File: config.mk
export PLATFORM = sky130hd
export DESIGN_NAME = three_class_server_scheduler_core_flat
export DESIGN_NICKNAME = d
export VERILOG_FILES = /design/src/rtl/scq_pkg.sv /design/src/rtl/scq_in_if.sv /design/src/rtl/scq_out_if.sv /design/src/rtl/scq_cfg_if.sv /design/src/rtl/three_class_server_scheduler_core.sv /design/src/rtl/scq_queue_ram.sv /design/src/flat_wrapper.sv
export SDC_FILE = /design/constraint.sdc
export NUM_CORES = 1
export LEC_CHECK = 0
export BUFFER_PORTS_ARGS = -buffer_cell sky130_fd_sc_hd__buf_2
export CORE_MARGIN = 2
export CORE_UTILIZATION = 40
export CTS_BUF_LIST = sky130_fd_sc_hd__clkbuf_4 sky130_fd_sc_hd__clkbuf_8 sky130_fd_sc_hd__clkbuf_16
export DETAILED_ROUTE_END_ITERATION = 8
export PLACE_DENSITY = 0.56
export SYNTH_ARGS = -nofsm -noshare
export SYNTH_HDL_FRONTEND = slang
export SYNTH_SLANG_ARGS = --single-unit
File: constraint.sdc
create_clock -name clk -period 15.4 [get_ports clk]
set_input_delay 0.77 -clock clk [delete_from_list [all_inputs] [get_ports clk]]
set_output_delay 0.77 -clock clk [all_outputs]
set_load 0.02 [all_outputs]
File: src/rtl/scq_pkg.sv
package scq_pkg;

  localparam int MODE_W     = 2;
  localparam int CLASS_W    = 2;
  localparam int SRV_W      = 2;
  localparam int STATUS_W   = 2;
  localparam int TOTAL_W    = 6;
  localparam int CFG_IDX_W  = 2;
  localparam int CFG_DATA_W = 5;
  localparam int STREAK_W   = 2;
  localparam int THR_W      = 5;
  localparam int MASK_W     = 4;
  localparam int CAP_W      = 3;
  localparam int NUM_CLASSES  = 3;
  localparam int SERVER_SLOTS = 4;

  localparam logic [STREAK_W-1:0] STREAK_RST   = 2'd3;
  localparam logic [THR_W-1:0]    THR_RST      = 5'd5;
  localparam logic [MASK_W-1:0]   MASK_RST     = 4'd3;
  localparam logic [CAP_W-1:0]    CAP_RST      = 3'd2;

  localparam logic [CLASS_W-1:0] CLS_NORMAL   = 2'd0;
  localparam logic [CLASS_W-1:0] CLS_SERIOUS  = 2'd1;
  localparam logic [CLASS_W-1:0] CLS_CRITICAL = 2'd2;
  localparam logic [CLASS_W-1:0] CLS_INVALID  = 2'd3;

  typedef enum logic [MODE_W-1:0] {
    MODE_ARRIVAL  = 2'd0,
    MODE_REQUEST  = 2'd1,
    MODE_COMPLETE = 2'd2,
    MODE_TICK     = 2'd3
  } mode_t;

  typedef enum logic [STATUS_W-1:0] {
    ST_DONE = 2'd0,
    ST_NONE = 2'd1,
    ST_FULL = 2'd2,
    ST_HELD = 2'd3
  } status_t;

  typedef enum logic [CFG_IDX_W-1:0] {
    REG_STREAK_LIMIT = 2'd0,
    REG_AGING_THR    = 2'd1,
    REG_SENIOR_MASK  = 2'd2,
    REG_SENIOR_CAP   = 2'd3
  } reg_idx_t;

  typedef enum logic {
    S_IDLE = 1'b0,
    S_READ = 1'b1
  } state_t;

endpackage

File: src/rtl/scq_in_if.sv
interface scq_in_if;
  logic                          valid;
  logic                          ready;
  logic [scq_pkg::MODE_W-1:0]    mode;
  logic [scq_pkg::CLASS_W-1:0]   arrival_class;
  logic [scq_pkg::SRV_W-1:0]     server_index;

  modport source (output valid, mode, arrival_class, server_index, input ready);
  modport sink (input valid, mode, arrival_class, server_index, output ready);
endinterface

File: src/rtl/scq_out_if.sv
interface scq_out_if #(
  parameter int ID_BITS = 16
);
  logic                          valid;
  logic                          ready;
  logic [scq_pkg::STATUS_W-1:0]  status;
  logic [ID_BITS-1:0]            item_id;
  logic [scq_pkg::CLASS_W-1:0]   item_class;
  logic [scq_pkg::TOTAL_W-1:0]   waiting_total;

  modport source (output valid, status, item_id, item_class, waiting_total, input ready);
  modport sink (input valid, status, item_id, item_class, waiting_total, output ready);
endinterface

File: src/rtl/scq_cfg_if.sv
interface scq_cfg_if;
  logic                            valid;
  logic                            ready;
  logic [scq_pkg::CFG_IDX_W-1:0]   index;
  logic [scq_pkg::CFG_DATA_W-1:0]  data;

  modport source (output valid, index, data, input ready);
  modport sink (input valid, index, data, output ready);
endinterface

File: src/rtl/three_class_server_scheduler_core.sv
// Arrival, completion and rejected requests register their result in the cycle after accept.
// A grant or an aging promotion goes through state S_READ for the registered read of the shared
//   queue RAM before its result is registered.
// One request at a time: no new one is taken in S_READ or while a result waits on the output.
// Reset: clears pointers, counts, streaks, slot state; sets defaults (free slots 2, next id 1);
//   the queue RAM is not cleared, its entries are read only after being written.
module three_class_server_scheduler_core #(
  parameter int QUEUE_DEPTH  = 16,
  parameter int SERVER_COUNT = 4,
  parameter int ID_BITS      = 16
) (
  input logic         clk,
  input logic         rst,
  scq_in_if.sink      req,
  scq_out_if.source   rsp,
  scq_cfg_if.sink     cfg
);

  localparam int PTR_W   = $clog2(QUEUE_DEPTH);
  localparam int CNT_W   = $clog2(QUEUE_DEPTH + 1);
  localparam int RAM_DEPTH = scq_pkg::NUM_CLASSES * QUEUE_DEPTH;
  localparam int ADDR_W  = $clog2(RAM_DEPTH);
  localparam int SUM_W   = $clog2(RAM_DEPTH + 1);
  localparam int TOT_W   = (SUM_W > scq_pkg::TOTAL_W) ? SUM_W : scq_pkg::TOTAL_W;
  localparam int CMP_W   = (CNT_W > scq_pkg::THR_W) ? CNT_W : scq_pkg::THR_W;
  localparam logic [PTR_W-1:0] PTR_LAST = PTR_W'(QUEUE_DEPTH - 1);
  localparam logic [CNT_W-1:0] CNT_FULL = CNT_W'(QUEUE_DEPTH);

  function automatic logic [PTR_W-1:0] ptr_inc(input logic [PTR_W-1:0] p);
    ptr_inc = (p == PTR_LAST) ? '0 : p + 1'b1;
  endfunction

  function automatic logic [ADDR_W-1:0] ram_addr(input logic [scq_pkg::CLASS_W-1:0] c,
                                                  input logic [PTR_W-1:0] p);
    ram_addr = ADDR_W'(int'(c) * QUEUE_DEPTH) + ADDR_W'(p);
  endfunction

  scq_pkg::state_t state, state_next;

  logic [PTR_W-1:0] head [scq_pkg::NUM_CLASSES];
  logic [PTR_W-1:0] head_next [scq_pkg::NUM_CLASSES];
  logic [PTR_W-1:0] tail [scq_pkg::NUM_CLASSES];
  logic [PTR_W-1:0] tail_next [scq_pkg::NUM_CLASSES];
  logic [CNT_W-1:0] count [scq_pkg::NUM_CLASSES];
  logic [CNT_W-1:0] count_next [scq_pkg::NUM_CLASSES];
  logic [scq_pkg::STREAK_W-1:0] streak [scq_pkg::SERVER_SLOTS];
  logic [scq_pkg::STREAK_W-1:0] streak_next [scq_pkg::SERVER_SLOTS];
  logic [scq_pkg::SERVER_SLOTS-1:0] serving, serving_next;
  logic [scq_pkg::CAP_W-1:0] free_slots, free_slots_next;
  logic [ID_BITS-1:0] id_ctr, id_ctr_next, id_inc;

  logic [scq_pkg::STREAK_W-1:0] streak_limit;
  logic [scq_pkg::THR_W-1:0]    aging_threshold;
  logic [scq_pkg::MASK_W-1:0]   senior_mask;
  logic [scq_pkg::CAP_W-1:0]    senior_capacity;

  logic                           pend_tick, pend_tick_next;
  logic [scq_pkg::CLASS_W-1:0]    pend_class, pend_class_next;
  logic [ADDR_W-1:0]              pend_waddr, pend_waddr_next;

  logic                           rsp_valid, rsp_valid_next;
  scq_pkg::status_t               rsp_status, rsp_status_next;
  logic [ID_BITS-1:0]             rsp_id, rsp_id_next;
  logic [scq_pkg::CLASS_W-1:0]    rsp_class, rsp_class_next;
  logic [TOT_W-1:0]               rsp_total, rsp_total_next;

  logic                           mem_we, mem_re;
  logic [ADDR_W-1:0]              mem_waddr, mem_raddr;
  logic [ID_BITS-1:0]             mem_wdata, mem_rdata;

  logic                           req_acc, cfg_acc, srv_ok, senior, crit_ok, take_ok;
  logic [scq_pkg::CLASS_W-1:0]    take_c, cls;
  logic [scq_pkg::SRV_W-1:0]      srv;
  logic [TOT_W-1:0]               total_sum;

  scq_queue_ram #(
    .DEPTH  (RAM_DEPTH),
    .ADDR_W (ADDR_W),
    .DATA_W (ID_BITS)
  ) u_ram (
    .clk   (clk),
    .we    (mem_we),
    .waddr (mem_waddr),
    .wdata (mem_wdata),
    .re    (mem_re),
    .raddr (mem_raddr),
    .rdata (mem_rdata)
  );

  assign req.ready  = (state == scq_pkg::S_IDLE) && (!rsp_valid || rsp.ready);
  assign req_acc    = req.valid && req.ready;
  assign cfg.ready  = 1'b1;
  assign cfg_acc    = cfg.valid;

  assign rsp.valid         = rsp_valid;
  assign rsp.status        = rsp_status;
  assign rsp.item_id       = rsp_id;
  assign rsp.item_class    = rsp_class;
  assign rsp.waiting_total = rsp_total[scq_pkg::TOTAL_W-1:0];

  assign cls    = req.arrival_class;
  assign srv    = req.server_index;
  assign srv_ok = int'(srv) < SERVER_COUNT;
  assign senior = senior_mask[srv];
  assign crit_ok = senior && (free_slots != '0) && !serving[srv];
  assign id_inc = id_ctr + 1'b1;

  always_comb begin
    take_ok = 1'b1;
    take_c  = scq_pkg::CLS_NORMAL;
    if ((streak[srv] >= streak_limit) && (count[scq_pkg::CLS_SERIOUS] != '0)) begin
      take_c = scq_pkg::CLS_SERIOUS;
    end else if (crit_ok && (count[scq_pkg::CLS_CRITICAL] != '0)) begin
      take_c = scq_pkg::CLS_CRITICAL;
    end else if (count[scq_pkg::CLS_SERIOUS] != '0) begin
      take_c = scq_pkg::CLS_SERIOUS;
    end else if (count[scq_pkg::CLS_NORMAL] != '0) begin
      take_c = scq_pkg::CLS_NORMAL;
    end else begin
      take_ok = 1'b0;
    end
  end

  assign total_sum = TOT_W'(count_next[0]) + TOT_W'(count_next[1]) + TOT_W'(count_next[2]);

  always_comb begin
    state_next      = state;
    head_next       = head;
    tail_next       = tail;
    count_next      = count;
    streak_next     = streak;
    serving_next    = serving;
    free_slots_next = free_slots;
    id_ctr_next     = id_ctr;
    pend_tick_next  = pend_tick;
    pend_class_next = pend_class;
    pend_waddr_next = pend_waddr;
    rsp_valid_next  = rsp_valid && !rsp.ready;
    rsp_status_next = rsp_status;
    rsp_id_next     = rsp_id;
    rsp_class_next  = rsp_class;
    mem_we          = 1'b0;
    mem_waddr       = '0;
    mem_wdata       = '0;
    mem_re          = 1'b0;
    mem_raddr       = '0;

    case (state)
      scq_pkg::S_IDLE: begin
        if (req_acc) begin
          rsp_valid_next  = 1'b1;
          rsp_status_next = scq_pkg::ST_NONE;
          rsp_id_next     = '0;
          rsp_class_next  = scq_pkg::CLS_NORMAL;
          case (scq_pkg::mode_t'(req.mode))
            scq_pkg::MODE_ARRIVAL: begin
              if (cls == scq_pkg::CLS_INVALID) begin
                rsp_status_next = scq_pkg::ST_NONE;
              end else if (cls == scq_pkg::CLS_CRITICAL && free_slots == '0) begin
                rsp_status_next = scq_pkg::ST_HELD;
              end else if (count[cls] >= CNT_FULL) begin
                rsp_status_next = scq_pkg::ST_FULL;
                rsp_class_next  = cls;
              end else begin
                mem_we          = 1'b1;
                mem_waddr       = ram_addr(cls, tail[cls]);
                mem_wdata       = id_ctr;
                tail_next[cls]  = ptr_inc(tail[cls]);
                count_next[cls] = count[cls] + 1'b1;
                id_ctr_next     = (id_inc == '0) ? ID_BITS'(1) : id_inc;
                rsp_status_next = scq_pkg::ST_DONE;
                rsp_id_next     = id_ctr;
                rsp_class_next  = cls;
              end
            end
            scq_pkg::MODE_REQUEST: begin
              if (srv_ok && take_ok) begin
                rsp_valid_next     = 1'b0;
                mem_re             = 1'b1;
                mem_raddr          = ram_addr(take_c, head[take_c]);
                head_next[take_c]  = ptr_inc(head[take_c]);
                count_next[take_c] = count[take_c] - 1'b1;
                if (take_c == scq_pkg::CLS_NORMAL) begin
                  if (streak[srv] < streak_limit) begin
                    streak_next[srv] = streak[srv] + 1'b1;
                  end
                end else begin
                  streak_next[srv] = '0;
                end
                if (take_c == scq_pkg::CLS_CRITICAL) begin
                  free_slots_next = free_slots - 1'b1;
                  serving_next[srv] = 1'b1;
                end
                pend_tick_next  = 1'b0;
                pend_class_next = take_c;
                state_next      = scq_pkg::S_READ;
              end
            end
            scq_pkg::MODE_COMPLETE: begin
              if (srv_ok && serving[srv]) begin
                serving_next[srv] = 1'b0;
                if (free_slots < senior_capacity) begin
                  free_slots_next = free_slots + 1'b1;
                end
                rsp_status_next = scq_pkg::ST_DONE;
                rsp_class_next  = scq_pkg::CLS_CRITICAL;
              end
            end
            scq_pkg::MODE_TICK: begin
              if ((count[scq_pkg::CLS_SERIOUS] != '0) &&
                  (CMP_W'(count[scq_pkg::CLS_SERIOUS]) >= CMP_W'(aging_threshold))) begin
                if (count[scq_pkg::CLS_CRITICAL] >= CNT_FULL) begin
                  rsp_status_next = scq_pkg::ST_FULL;
                end else begin
                  rsp_valid_next = 1'b0;
                  mem_re         = 1'b1;
                  mem_raddr      = ram_addr(scq_pkg::CLS_SERIOUS, head[scq_pkg::CLS_SERIOUS]);
                  head_next[scq_pkg::CLS_SERIOUS]  = ptr_inc(head[scq_pkg::CLS_SERIOUS]);
                  count_next[scq_pkg::CLS_SERIOUS] = count[scq_pkg::CLS_SERIOUS] - 1'b1;
                  tail_next[scq_pkg::CLS_CRITICAL] = ptr_inc(tail[scq_pkg::CLS_CRITICAL]);
                  count_next[scq_pkg::CLS_CRITICAL] = count[scq_pkg::CLS_CRITICAL] + 1'b1;
                  pend_tick_next  = 1'b1;
                  pend_class_next = scq_pkg::CLS_CRITICAL;
                  pend_waddr_next = ram_addr(scq_pkg::CLS_CRITICAL,
                                             tail[scq_pkg::CLS_CRITICAL]);
                  state_next      = scq_pkg::S_READ;
                end
              end
            end
            default: begin
              rsp_status_next = scq_pkg::ST_NONE;
            end
          endcase
        end
      end
      scq_pkg::S_READ: begin
        if (pend_tick) begin
          mem_we    = 1'b1;
          mem_waddr = pend_waddr;
          mem_wdata = mem_rdata;
        end
        rsp_valid_next  = 1'b1;
        rsp_status_next = scq_pkg::ST_DONE;
        rsp_id_next     = mem_rdata;
        rsp_class_next  = pend_class;
        state_next      = scq_pkg::S_IDLE;
      end
      default: begin
        state_next = scq_pkg::S_IDLE;
      end
    endcase

    // capacity write reloads the free slots
    if (cfg_acc && cfg.index == scq_pkg::REG_SENIOR_CAP) begin
      free_slots_next = cfg.data[scq_pkg::CAP_W-1:0];
    end
  end

  assign rsp_total_next = total_sum;

  always_ff @(posedge clk) begin
    if (rst) begin
      state           <= scq_pkg::S_IDLE;
      rsp_valid       <= 1'b0;
      serving         <= '0;
      free_slots      <= scq_pkg::CAP_RST;
      id_ctr          <= ID_BITS'(1);
      streak_limit    <= scq_pkg::STREAK_RST;
      aging_threshold <= scq_pkg::THR_RST;
      senior_mask     <= scq_pkg::MASK_RST;
      senior_capacity <= scq_pkg::CAP_RST;
      for (int i = 0; i < scq_pkg::NUM_CLASSES; i++) begin
        head[i]  <= '0;
        tail[i]  <= '0;
        count[i] <= '0;
      end
      for (int i = 0; i < scq_pkg::SERVER_SLOTS; i++) begin
        streak[i] <= '0;
      end
    end else begin
      state      <= state_next;
      rsp_valid  <= rsp_valid_next;
      serving    <= serving_next;
      free_slots <= free_slots_next;
      id_ctr     <= id_ctr_next;
      head       <= head_next;
      tail       <= tail_next;
      count      <= count_next;
      streak     <= streak_next;
      if (cfg_acc) begin
        case (scq_pkg::reg_idx_t'(cfg.index))
          scq_pkg::REG_STREAK_LIMIT: streak_limit    <= cfg.data[scq_pkg::STREAK_W-1:0];
          scq_pkg::REG_AGING_THR:    aging_threshold <= cfg.data;
          scq_pkg::REG_SENIOR_MASK:  senior_mask     <= cfg.data[scq_pkg::MASK_W-1:0];
          scq_pkg::REG_SENIOR_CAP:   senior_capacity <= cfg.data[scq_pkg::CAP_W-1:0];
          default: begin
          end
        endcase
      end
    end
  end

  always_ff @(posedge clk) begin
    pend_tick  <= pend_tick_next;
    pend_class <= pend_class_next;
    pend_waddr <= pend_waddr_next;
    if (rsp_valid_next && !(rsp_valid && !rsp.ready)) begin
      rsp_status <= rsp_status_next;
      rsp_id     <= rsp_id_next;
      rsp_class  <= rsp_class_next;
      rsp_total  <= rsp_total_next;
    end
  end

endmodule

File: src/rtl/scq_queue_ram.sv
module scq_queue_ram #(
  parameter int DEPTH  = 48,
  parameter int ADDR_W = 6,
  parameter int DATA_W = 16
) (
  input  logic              clk,
  input  logic              we,
  input  logic [ADDR_W-1:0] waddr,
  input  logic [DATA_W-1:0] wdata,
  input  logic              re,
  input  logic [ADDR_W-1:0] raddr,
  output logic [DATA_W-1:0] rdata
);

  logic [DATA_W-1:0] mem [DEPTH];

  always_ff @(posedge clk) begin
    if (we) begin
      mem[waddr] <= wdata;
    end
  end

  always_ff @(posedge clk) begin
    if (re) begin
      rdata <= mem[raddr];
    end
  end

endmodule

File: src/flat_wrapper.sv
// flat-port wrapper written by rule: the top's interface ports become plain ports
module three_class_server_scheduler_core_flat 
#(
  parameter int QUEUE_DEPTH  = 16,
  parameter int SERVER_COUNT = 4,
  parameter int ID_BITS      = 16
)
  (clk, rst, req_valid, req_mode, req_arrival_class, req_server_index, req_ready, rsp_valid, rsp_status, rsp_item_id, rsp_item_class, rsp_waiting_total, rsp_ready, cfg_valid, cfg_index, cfg_data, cfg_ready);
  scq_in_if req_i ();
  scq_out_if #(.ID_BITS(ID_BITS)) rsp_i ();
  scq_cfg_if cfg_i ();
  input logic clk;
  input logic rst;
  input wire logic [$bits(req_i.valid)-1:0] req_valid;
  input wire logic [$bits(req_i.mode)-1:0] req_mode;
  input wire logic [$bits(req_i.arrival_class)-1:0] req_arrival_class;
  input wire logic [$bits(req_i.server_index)-1:0] req_server_index;
  output wire logic [$bits(req_i.ready)-1:0] req_ready;
  output wire logic [$bits(rsp_i.valid)-1:0] rsp_valid;
  output wire logic [$bits(rsp_i.status)-1:0] rsp_status;
  output wire logic [$bits(rsp_i.item_id)-1:0] rsp_item_id;
  output wire logic [$bits(rsp_i.item_class)-1:0] rsp_item_class;
  output wire logic [$bits(rsp_i.waiting_total)-1:0] rsp_waiting_total;
  input wire logic [$bits(rsp_i.ready)-1:0] rsp_ready;
  input wire logic [$bits(cfg_i.valid)-1:0] cfg_valid;
  input wire logic [$bits(cfg_i.index)-1:0] cfg_index;
  input wire logic [$bits(cfg_i.data)-1:0] cfg_data;
  output wire logic [$bits(cfg_i.ready)-1:0] cfg_ready;
  assign req_i.valid = req_valid;
  assign req_i.mode = req_mode;
  assign req_i.arrival_class = req_arrival_class;
  assign req_i.server_index = req_server_index;
  assign req_ready = req_i.ready;
  assign rsp_valid = rsp_i.valid;
  assign rsp_status = rsp_i.status;
  assign rsp_item_id = rsp_i.item_id;
  assign rsp_item_class = rsp_i.item_class;
  assign rsp_waiting_total = rsp_i.waiting_total;
  assign rsp_i.ready = rsp_ready;
  assign cfg_i.valid = cfg_valid;
  assign cfg_i.index = cfg_index;
  assign cfg_i.data = cfg_data;
  assign cfg_ready = cfg_i.ready;
  three_class_server_scheduler_core #(.QUEUE_DEPTH(QUEUE_DEPTH), .SERVER_COUNT(SERVER_COUNT), .ID_BITS(ID_BITS)) u_core (.clk(clk), .rst(rst), .req(req_i), .rsp(rsp_i), .cfg(cfg_i));
endmodule
## After elaboration in Yosys (flattened, before gate mapping)

Memory sizes are Yosys's and may differ from the RTL's. A register that Yosys moved wholly into a read port is not among the register bits.
Cells that the tools add are included.

| word-level totals | value |
|---|---|
| output and inout port bits | 29 |
| flip-flop bits (word level) | 121 |
| RAM bits | 768 |
| input port bits | 18 |
| memories kept | 1 |

| cells by class | value |
|---|---|
| multiplexer cells | 149 |
| add/subtract/negate cells | 18 |
| reduce and logical (&&, ||, !) cells | 47 |
| bitwise operators | 13 |
| magnitude comparators | 14 |
| eq/ne operators | 28 |

Memories:

| name | depth | bits a word | rd ports | clocked after memory_dff | wr ports | RTL line | text |
|---|---|---|---|---|---|---|---|
| u_core.u_ram.mem | 48 | 16 | 1 | 1 | 1 | scq_queue_ram.sv:15 | `logic [DATA_W-1:0] mem [DEPTH];` |

Operator list:

| cell | number |
|---|---|
| $mux 16 | 8 |
| $mux 15 | 6 |
| $mux 4 | 20 |
| $mux 6 | 11 |
| $pmux 16 s2 | 2 |
| $mux 2 | 18 |
| $bwmux 15 | 2 |
| $mux 5 | 6 |
| $pmux 10 s3 | 1 |
| $mux 1 | 29 |
| $bwmux 12 | 2 |
| $mux 8 | 3 |
| $pmux 4 s2 | 3 |
| $pmux 6 s2 | 2 |
| $mux 3 | 7 |
| $bmux 5 s2 | 2 |
| $demux 5 s2 | 2 |
| $mux 10 | 2 |
| $reduce_and 6->1 | 3 |
| $add 16x1->16 const B | 1 |
| $add 4x1->4 const B | 4 |
| $bmux 4 s2 | 2 |
| $demux 4 s2 | 2 |
| $eq 4x4->1 const B | 4 |
| other kinds (55) | 127 |

## Longest topological paths before layout

| depth | value |
|---|---|
| depth after elaboration | 19 |
| gate-level depth with buffers | 21 |
| depth with buffers taken out | 19 |

## Cells and area by module

Synthesis repeated with hierarchy kept, for this count alone.

| second synthesis, totals | value |
|---|---|
| cell total of the unflattened synthesis | 2467 |
| area, all modules | 38454.4 um^2 |

By module, submodules not included:

| module | sequential area each (um^2) | times used | area an instance (um^2) | cells each |
|---|---|---|---|---|
| scq_queue_ram | 23542.6 | 1 | 30439.2 | 1496 |
| three_class_server_scheduler_core | 2712.6 | 1 | 8015.2 | 971 |

## Worst setup path before layout

OpenSTA, ideal clock, no wires.

| timing | value |
|---|---|
| path type | in2reg |
| from | input port req_server_index[0] |
| to | register u_core.rsp_total[5] (netlist: u_core.rsp.waiting_total[5]) (data pin) |
| required time | 15138 ps |
| path buffers | 1 |
| cell stages on the path | 20 |
| setup slack | 9730 ps |
| arrival time | 5407 ps |
| cell sequence | buf_2 mux4_2 inv_1 ha_1 nand2b_1 a21o_1 o31ai_2 o221ai_1 xnor2_1 mux2i_1 o221a_2 nor2_1 a21oi_1 fa_1 inv_1 ha_1 fa_1 a21o_1 a21oi_1 xor2_1 |

| between the ends | value |
|---|---|
| longest elaborated chain between the ends | 19 |
| elaborated cells on any way between the ends | 36 |
| classes of those cells | 3 x add/sub; 3 x order compare; 22 x mux; 2 x bitwise; 6 x reduce/logical |

Ends and longest elaborated chain:

| element | RTL line | text |
|---|---|---|
| start, declared | flat_wrapper.sv:17 | `input wire logic [$bits(req_i.server_index)-1:0] req_server_index;` |
| $not 2->3 (implied by the code), or another cell as far along | three_class_server_scheduler_core.sv:111 | `if ((streak[srv] >= streak_limit) && (count[scq_pkg::CLS_SERIOUS] != '0)) begin` |
| $bmux 2 s2, or another cell as far along | three_class_server_scheduler_core.sv:111 |  |
| $mux 2 (implied by the code), or another cell as far along | three_class_server_scheduler_core.sv:111 |  |
| $mux 2 (implied by the code) / $logic_and 1x1->1 (equally long branches) | three_class_server_scheduler_core.sv:111, three_class_server_scheduler_core.sv:105 |  |
| $ge 2x2->1 / $logic_and 1x1->1 (equally long branches) | three_class_server_scheduler_core.sv:111, three_class_server_scheduler_core.sv:113 |  |
| $logic_and 1x1->1 / $mux 2 (equally long branches) | three_class_server_scheduler_core.sv:111, three_class_server_scheduler_core.sv:113 |  |
| $mux 2 | three_class_server_scheduler_core.sv:111 |  |
| $not 2->3 (implied by the code) | three_class_server_scheduler_core.sv:182 | `count_next[take_c] = count[take_c] - 1'b1;` |
| [4 not listed] | n/a |  |
| $bwmux 15 | three_class_server_scheduler_core.sv:182 |  |
| $mux 15 (*) | three_class_server_scheduler_core.sv:177 | `if (srv_ok && take_ok) begin` |
| $pmux 10 s3 / $pmux 5 s2 (equally long branches) | three_class_server_scheduler_core.sv:155 | `case (scq_pkg::mode_t'(req.mode))` |
| $mux 15 (*) | three_class_server_scheduler_core.sv:150 | `if (req_acc) begin` |
| $mux 15 (*) | three_class_server_scheduler_core.sv:148 | `case (state)` |
| $add 5x5->6 | three_class_server_scheduler_core.sv:124 | `assign total_sum = TOT_W'(count_next[0]) + TOT_W'(count_next[1]) + TOT_W'(count_next[2]);` |
| $add 6x5->6 (*) | three_class_server_scheduler_core.sv:124 |  |
| named net u_core.rsp_total_next[5] | three_class_server_scheduler_core.sv:65 | `logic [TOT_W-1:0] rsp_total, rsp_total_next;` |
| end signal, assigned | three_class_server_scheduler_core.sv:311 | `rsp_total <= rsp_total_next;` |
| end, declared | three_class_server_scheduler_core.sv:65 |  |

Mark *: on every way through the listed nets, which the timed path passes. The rest lies on a longest branch. The select of a mux whose other input is x is not followed.
A chain may end at the register's enable or synchronous reset.

## Worst setup path in the final report

| timing | value |
|---|---|
| from | input port req_server_index[0] |
| to | register u_core.u_ram.rdata[10] (read register of u_core.u_ram.mem) (data pin) |

| between the ends | value |
|---|---|
| longest elaborated chain between the ends | 16 |
| elaborated cells on any way between the ends | 31 |
| classes of those cells | 1 x add/sub; 1 x order compare; 22 x mux; 2 x bitwise; 5 x reduce/logical |

Ends and longest elaborated chain:

| element | RTL line | text |
|---|---|---|
| $not 2->3 (implied by the code), or another cell as far along | three_class_server_scheduler_core.sv:111 |  |
| $bmux 2 s2, or another cell as far along | three_class_server_scheduler_core.sv:111 |  |
| $mux 2 (implied by the code), or another cell as far along | three_class_server_scheduler_core.sv:111 |  |
| $mux 2 (implied by the code) / $logic_and 1x1->1 (equally long branches) | three_class_server_scheduler_core.sv:111, three_class_server_scheduler_core.sv:105 |  |
| $ge 2x2->1 / $logic_and 1x1->1 (equally long branches) | three_class_server_scheduler_core.sv:111, three_class_server_scheduler_core.sv:113 |  |
| $logic_and 1x1->1 / $mux 2 (equally long branches) | three_class_server_scheduler_core.sv:111, three_class_server_scheduler_core.sv:113 |  |
| $mux 2 | three_class_server_scheduler_core.sv:111 |  |
| $not 2->3 (implied by the code) | three_class_server_scheduler_core.sv:180 | `mem_raddr = ram_addr(take_c, head[take_c]);` |
| $bmux 4 s2 | three_class_server_scheduler_core.sv:180 |  |
| $mux 4 (implied by the code) (2 in series) | three_class_server_scheduler_core.sv:180 |  |
| $add 6x4->6 | three_class_server_scheduler_core.sv:35 | `ram_addr = ADDR_W'(int'(c) * QUEUE_DEPTH) + ADDR_W'(p);` |
| $mux 6 | three_class_server_scheduler_core.sv:177 |  |
| $pmux 6 s2 | three_class_server_scheduler_core.sv:155 |  |
| $mux 6 | three_class_server_scheduler_core.sv:150 |  |
| $mux 6 | three_class_server_scheduler_core.sv:148 |  |
| end, declared | scq_queue_ram.sv:12 | `output logic [DATA_W-1:0] rdata` |

Several ways; a longest one is shown, not always the timed one. The select of a mux whose other input is x is not followed.

==> report_table.html <==
<table>
<tr><th>Metric</th><th>Value</th></tr>
<tr><th colspan="2">GRT</th></tr>
<tr><td>Number of antenna violations at the first check in global routing</td><td>5</td></tr>
<tr><td>Total global routing track utilization</td><td>23.91%</td></tr>
<tr><td>Vias in the first global route</td><td>about 25,000</td></tr>
<tr><td>Maximum number of pins on one net before global-route repair</td><td>a little under 90</td></tr>
<tr><td>First-pass GRT wire length</td><td>172,600 um</td></tr>
<tr><td>Final global-route overflow total</td><td>0</td></tr>
<tr><th colspan="2">Power</th></tr>
<tr><td>Leak Pwr</td><td>around 15 nW</td></tr>
<tr><td>Power density cells</td><td>about 120 mW/mm^2</td></tr>
<tr><td>Max VDD drop</td><td>approximately 0.09 mV</td></tr>
<tr><th colspan="2">Timing</th></tr>
<tr><td>Top achievable clock speed</td><td>between 150 and 200 MHz</td></tr>
<tr><td>Final setup violation count</td><td>0</td></tr>
<tr><td>Pins Over Slew Limit</td><td>0</td></tr>
<tr><td>Transition time at the pin with the least slew margin</td><td>approximately 1300 ps</td></tr>
<tr><td>Portion of the clock cycle consumed by the worst path in the final layout</td><td>about 40%</td></tr>
<tr><td>Worst clock skew</td><td>31.38 ps</td></tr>
<tr><td>Total count of hold-check failures in the final report</td><td>0</td></tr>
<tr><td>Period minus WS final</td><td>6133 ps</td></tr>
<tr><td>Max-slew headroom</td><td>between 10 and 15%</td></tr>
<tr><td>Total negative slack</td><td>0 ps</td></tr>
<tr><td>Setup repair after global routing missed its margin</td><td>false</td></tr>
<tr><th colspan="2">Logic synthesis</th></tr>
<tr><td>Net count after synthesis</td><td>a little under 3,000</td></tr>
<tr><td>Synth Flop Type</td><td>sky130_fd_sc_hd__edfxtp_1</td></tr>
<tr><td>Portion of the post-synthesis area used by sequential elements</td><td>roughly 69%</td></tr>
<tr><td>Total of flip-flops plus latches after synthesis</td><td>903</td></tr>
<tr><td>Synth Cell Area</td><td>0.03801 sq mm</td></tr>
<tr><td>Syn. warnings</td><td>0</td></tr>
<tr><td>Gate count after technology mapping</td><td>about 2,900</td></tr>
<tr><td>Number of synthesized flops with an enable pin</td><td>approximately 800</td></tr>
<tr><td>Unique masters post-synth</td><td>79</td></tr>
<tr><td>Async set or reset register ratio after synthesis</td><td>0%</td></tr>
<tr><td>Syn avg cell area</td><td>13.21 sq um</td></tr>
<tr><th colspan="2">Die</th></tr>
<tr><td>I/O Pins</td><td>47</td></tr>
<tr><td>Core Region</td><td>0.09459 sq mm</td></tr>
<tr><td>Placement Rows</td><td>between 100 and 150</td></tr>
<tr><td>Starting density of the core</td><td>40.18%</td></tr>
<tr><td>Vertical extent of the die</td><td>312.2 um</td></tr>
<tr><td>Die outline width</td><td>~310 um</td></tr>
<tr><td>Die Footprint</td><td>a little under 0.1 sq mm</td></tr>
<tr><th colspan="2">Finish</th></tr>
<tr><td>Final core utilization</td><td>around 46%</td></tr>
<tr><td>Final net count</td><td>between 2,000 and 3,000</td></tr>
<tr><td>Ant. Diodes</td><td>0</td></tr>
<tr><td>Share of final-layout standard cells stronger than drive strength 1</td><td>around an eighth</td></tr>
<tr><td>Area overhead of the layout relative to synthesis</td><td>13.54%</td></tr>
<tr><th colspan="2">Worst hold path</th></tr>
<tr><td>Worst hold path type</td><td>primary input to flip-flop</td></tr>
<tr><td>Worst Hold Launch</td><td>cfg_data[4]</td></tr>
<tr><th colspan="2">Detailed routing</th></tr>
<tr><td>Total iterations of the first detailed-routing run</td><td>7</td></tr>
<tr><td>Antenna-violating nets left</td><td>0</td></tr>
<tr><td>Remaining design rule violation count</td><td>0</td></tr>
<tr><td>DRT Wirelength</td><td>around 120,000 um</td></tr>
<tr><td>Vias per cell</td><td>roughly 6.0</td></tr>
<tr><td>Initial DRC count</td><td>slightly above 3,000</td></tr>
<tr><td>Count of vias placed by the detailed router</td><td>25,710</td></tr>
<tr><td>Average wire per standard cell</td><td>about 28 um</td></tr>
<tr><th colspan="2">CTS</th></tr>
<tr><td>CTS tree</td><td>yes</td></tr>
<tr><td>Clock insertion delay at the later pin of the skew report</td><td>around 670 ps</td></tr>
<tr><td>Clk Tree Root Cell</td><td>sky130_fd_sc_hd__clkbuf_16</td></tr>
<tr><td>Maximum root-to-sink buffer count</td><td>3</td></tr>
<tr><td>Clock transition at the registers of the reported paths</td><td>60 ps</td></tr>
<tr><td>Post-CTS Hold Buffers</td><td>0</td></tr>
<tr><td>Clk sinks</td><td>903</td></tr>
<tr><td>Cells resized by post-CTS repair</td><td>0</td></tr>
<tr><td>Number of setup buffers added after CTS</td><td>0</td></tr>
<tr><td>H-Tree Depth</td><td>3</td></tr>
<tr><td>Number of CTS-inserted buffers</td><td>97</td></tr>
<tr><th colspan="2">Placement</th></tr>
<tr><td>Number of I/O port buffers</td><td>45</td></tr>
<tr><td>HPWL after detailed placement</td><td>approximately 73,000 um</td></tr>
<tr><td>Global placement routability congestion</td><td>a little over 0.9</td></tr>
<tr><th colspan="2">Run status</th></tr>
<tr><td>Result of the run</td><td>completed</td></tr>
<tr><th colspan="2">Worst setup path</th></tr>
<tr><td>Nature of the critical path startpoint</td><td>primary input</td></tr>
<tr><td>Data arrival time of the critical path</td><td>~6700 ps</td></tr>
<tr><td>Worst setup path class</td><td>primary input to flip-flop</td></tr>
<tr><td>Critical path capture point type</td><td>flip-flop</td></tr>
<tr><td>Crit Reg-Reg Startpoint</td><td>u_core.free_slots[0]</td></tr>
<tr><td>Required time of the critical path</td><td>around 16,000 ps</td></tr>
<tr><td>Setup slack, reg-to-reg</td><td>roughly 9300 ps</td></tr>
<tr><td>Setup crit start</td><td>req_server_index[0]</td></tr>
<tr><td>Top fanout value on the critical path</td><td>between 70 and 80</td></tr>
<tr><th colspan="2">Flow run</th></tr>
<tr><td>Number of max-cap violations</td><td>0</td></tr>
</table>
[layout make-up]
class | count | area, sq um
Inverter | 40 | 150.1
Tap cell | 1265 | 1583
Clock buffer | 120 | 2630
Sequential cell | 903 | 26260
Multi-Input combinational cell | 1747 | 10910
Fill cell | 8367 | 51430
Clock inverter | 59 | 675.6
Timing Repair Buffer | 141 | 945.9
[sequential cells by signal, summed over array words and instances, names as in the netlist, 4 cells and up, named ones only]
signal and count:
u_core.head 12, u_core.u_ram.mem 768, u_core.rsp.waiting_total 6, u_core.tail 12, u_core.u_ram.rdata 16, u_core.streak 8
u_core.senior_mask 4, u_core.pend_waddr 4, u_core.id_ctr 16, u_core.count 15, u_core.rsp.item_id 16, u_core.aging_threshold 5
[logic make-up after synthesis]
group | count (synthesis) | synth area share [%]
adders and majority gates | 34 | 1.258
buffers and inverters | 228 | 2.588
AOI/OAI and AO/OA | 722 | 13.48
other | 1 | 0.009867
DFF | 903 | 69.08
muxes | 118 | 3.246
and+or+nand+nor | 842 | 9.643
xor gates and xnor gates | 30 | 0.6913
[cells in the final DEF, fill, tap and decap left out, types with 19 or more instances in the layout]
cell,n
sky130_fd_sc_hd__edfxtp_1,817
sky130_fd_sc_hd__nand2_1,319
sky130_fd_sc_hd__nor2_1,268
sky130_fd_sc_hd__o22ai_1,130
sky130_fd_sc_hd__mux2i_1,108
sky130_fd_sc_hd__a21oi_1,106
sky130_fd_sc_hd__o21ai_0,100
sky130_fd_sc_hd__clkbuf_16,98
sky130_fd_sc_hd__buf_4,96
sky130_fd_sc_hd__nand3_1,85
sky130_fd_sc_hd__dfxtp_1,85
sky130_fd_sc_hd__nor3_1,69
sky130_fd_sc_hd__o221ai_1,54
sky130_fd_sc_hd__a211oi_1,47
sky130_fd_sc_hd__buf_2,45
sky130_fd_sc_hd__inv_1,39
sky130_fd_sc_hd__a22o_1,39
sky130_fd_sc_hd__o22a_1,31
sky130_fd_sc_hd__a32o_1,27
sky130_fd_sc_hd__ha_1,27
sky130_fd_sc_hd__o21ai_1,26
sky130_fd_sc_hd__nor3b_1,21
sky130_fd_sc_hd__and3_1,21
sky130_fd_sc_hd__clkbuf_4,20
sky130_fd_sc_hd__clkinv_1,19
[through the flow]
step,setup slack [ps],total power [mW],cells,hold WS (ps),instance area [sq um]
6_report,9267,5.328,4275,354.4,43150
4_1_cts,9362,5.352,4275,337.4,43150
3_5_place_dp,8668,2.979,4096,450.2,39850
5_1_grt,8851,5.464,4275,392.4,43150
3_3_place_gp,8717,2.977,4096,445.6,39850
2_1_floorplan,9730,2.883,2878,434.7,38010
[worst paths after layout]
| check | end | depth (start not counted) |
|---|---|---|
| setup / recovery | u_core.u_ram.rdata[10] | 16 |
| hold / removal | u_core.aging_threshold[4] | 3 |
| setup reg to reg | u_core.u_ram.rdata[10] | 12 |
| hold reg to reg | u_core.tail[10] | 2 |
[power by group]
group	internal [mW]	leakage, nW	switching, mW
Sequential	2.66	9.00	0.0190
Combinational	0.0735	4.72	0.174
Clock	1.42	1.64	0.978
Total	4.16	15.4	1.17
[per-layer routing]
metal	track usage [%]	wire [um]
met5	0	41
met3	4.326	10350
met4	9.309	4635
met2	37.62	54410
met1	33.03	49290
[cell usage after synthesis, drive strengths merged, types with 17 or more instances]
cell,number,area share (%)
edfxtp,817,65
nand2,320,3.2
nor2,273,2.7
o21ai,133,1.8
o22ai,130,2.1
clkbuf,116,1.1
mux2i,109,2.9
a21oi,107,1.4
dfxtp,86,4.5
nand3,85,1.1
buf,72,1.0
nor3,71,0.96
o221ai,54,1.2
a211oi,49,0.99
a32o,44,1.2
a22o,40,0.92
inv,40,0.40
o22a,31,0.71
ha,27,0.89
and3,21,0.35
nor3b,21,0.41
o221a,18,0.53
o31ai,18,0.37
xor2,17,0.39
[worst max-delay path: stages]
cell and delay, ps:
sky130_fd_sc_hd__buf_2 230, sky130_fd_sc_hd__mux4_2 580, sky130_fd_sc_hd__inv_1 80, sky130_fd_sc_hd__ha_1 210, sky130_fd_sc_hd__nand2b_1 150, sky130_fd_sc_hd__a21oi_1 350
sky130_fd_sc_hd__o211ai_4 250, sky130_fd_sc_hd__mux2_4 460, sky130_fd_sc_hd__a32oi_4 190, sky130_fd_sc_hd__buf_4 680, sky130_fd_sc_hd__buf_4 840, sky130_fd_sc_hd__buf_4 800
sky130_fd_sc_hd__a21oi_1 190, sky130_fd_sc_hd__a22o_1 280, sky130_fd_sc_hd__a211oi_1 250, sky130_fd_sc_hd__a32o_1 200
No activity file was read; power rests on OpenSTA's default activity.
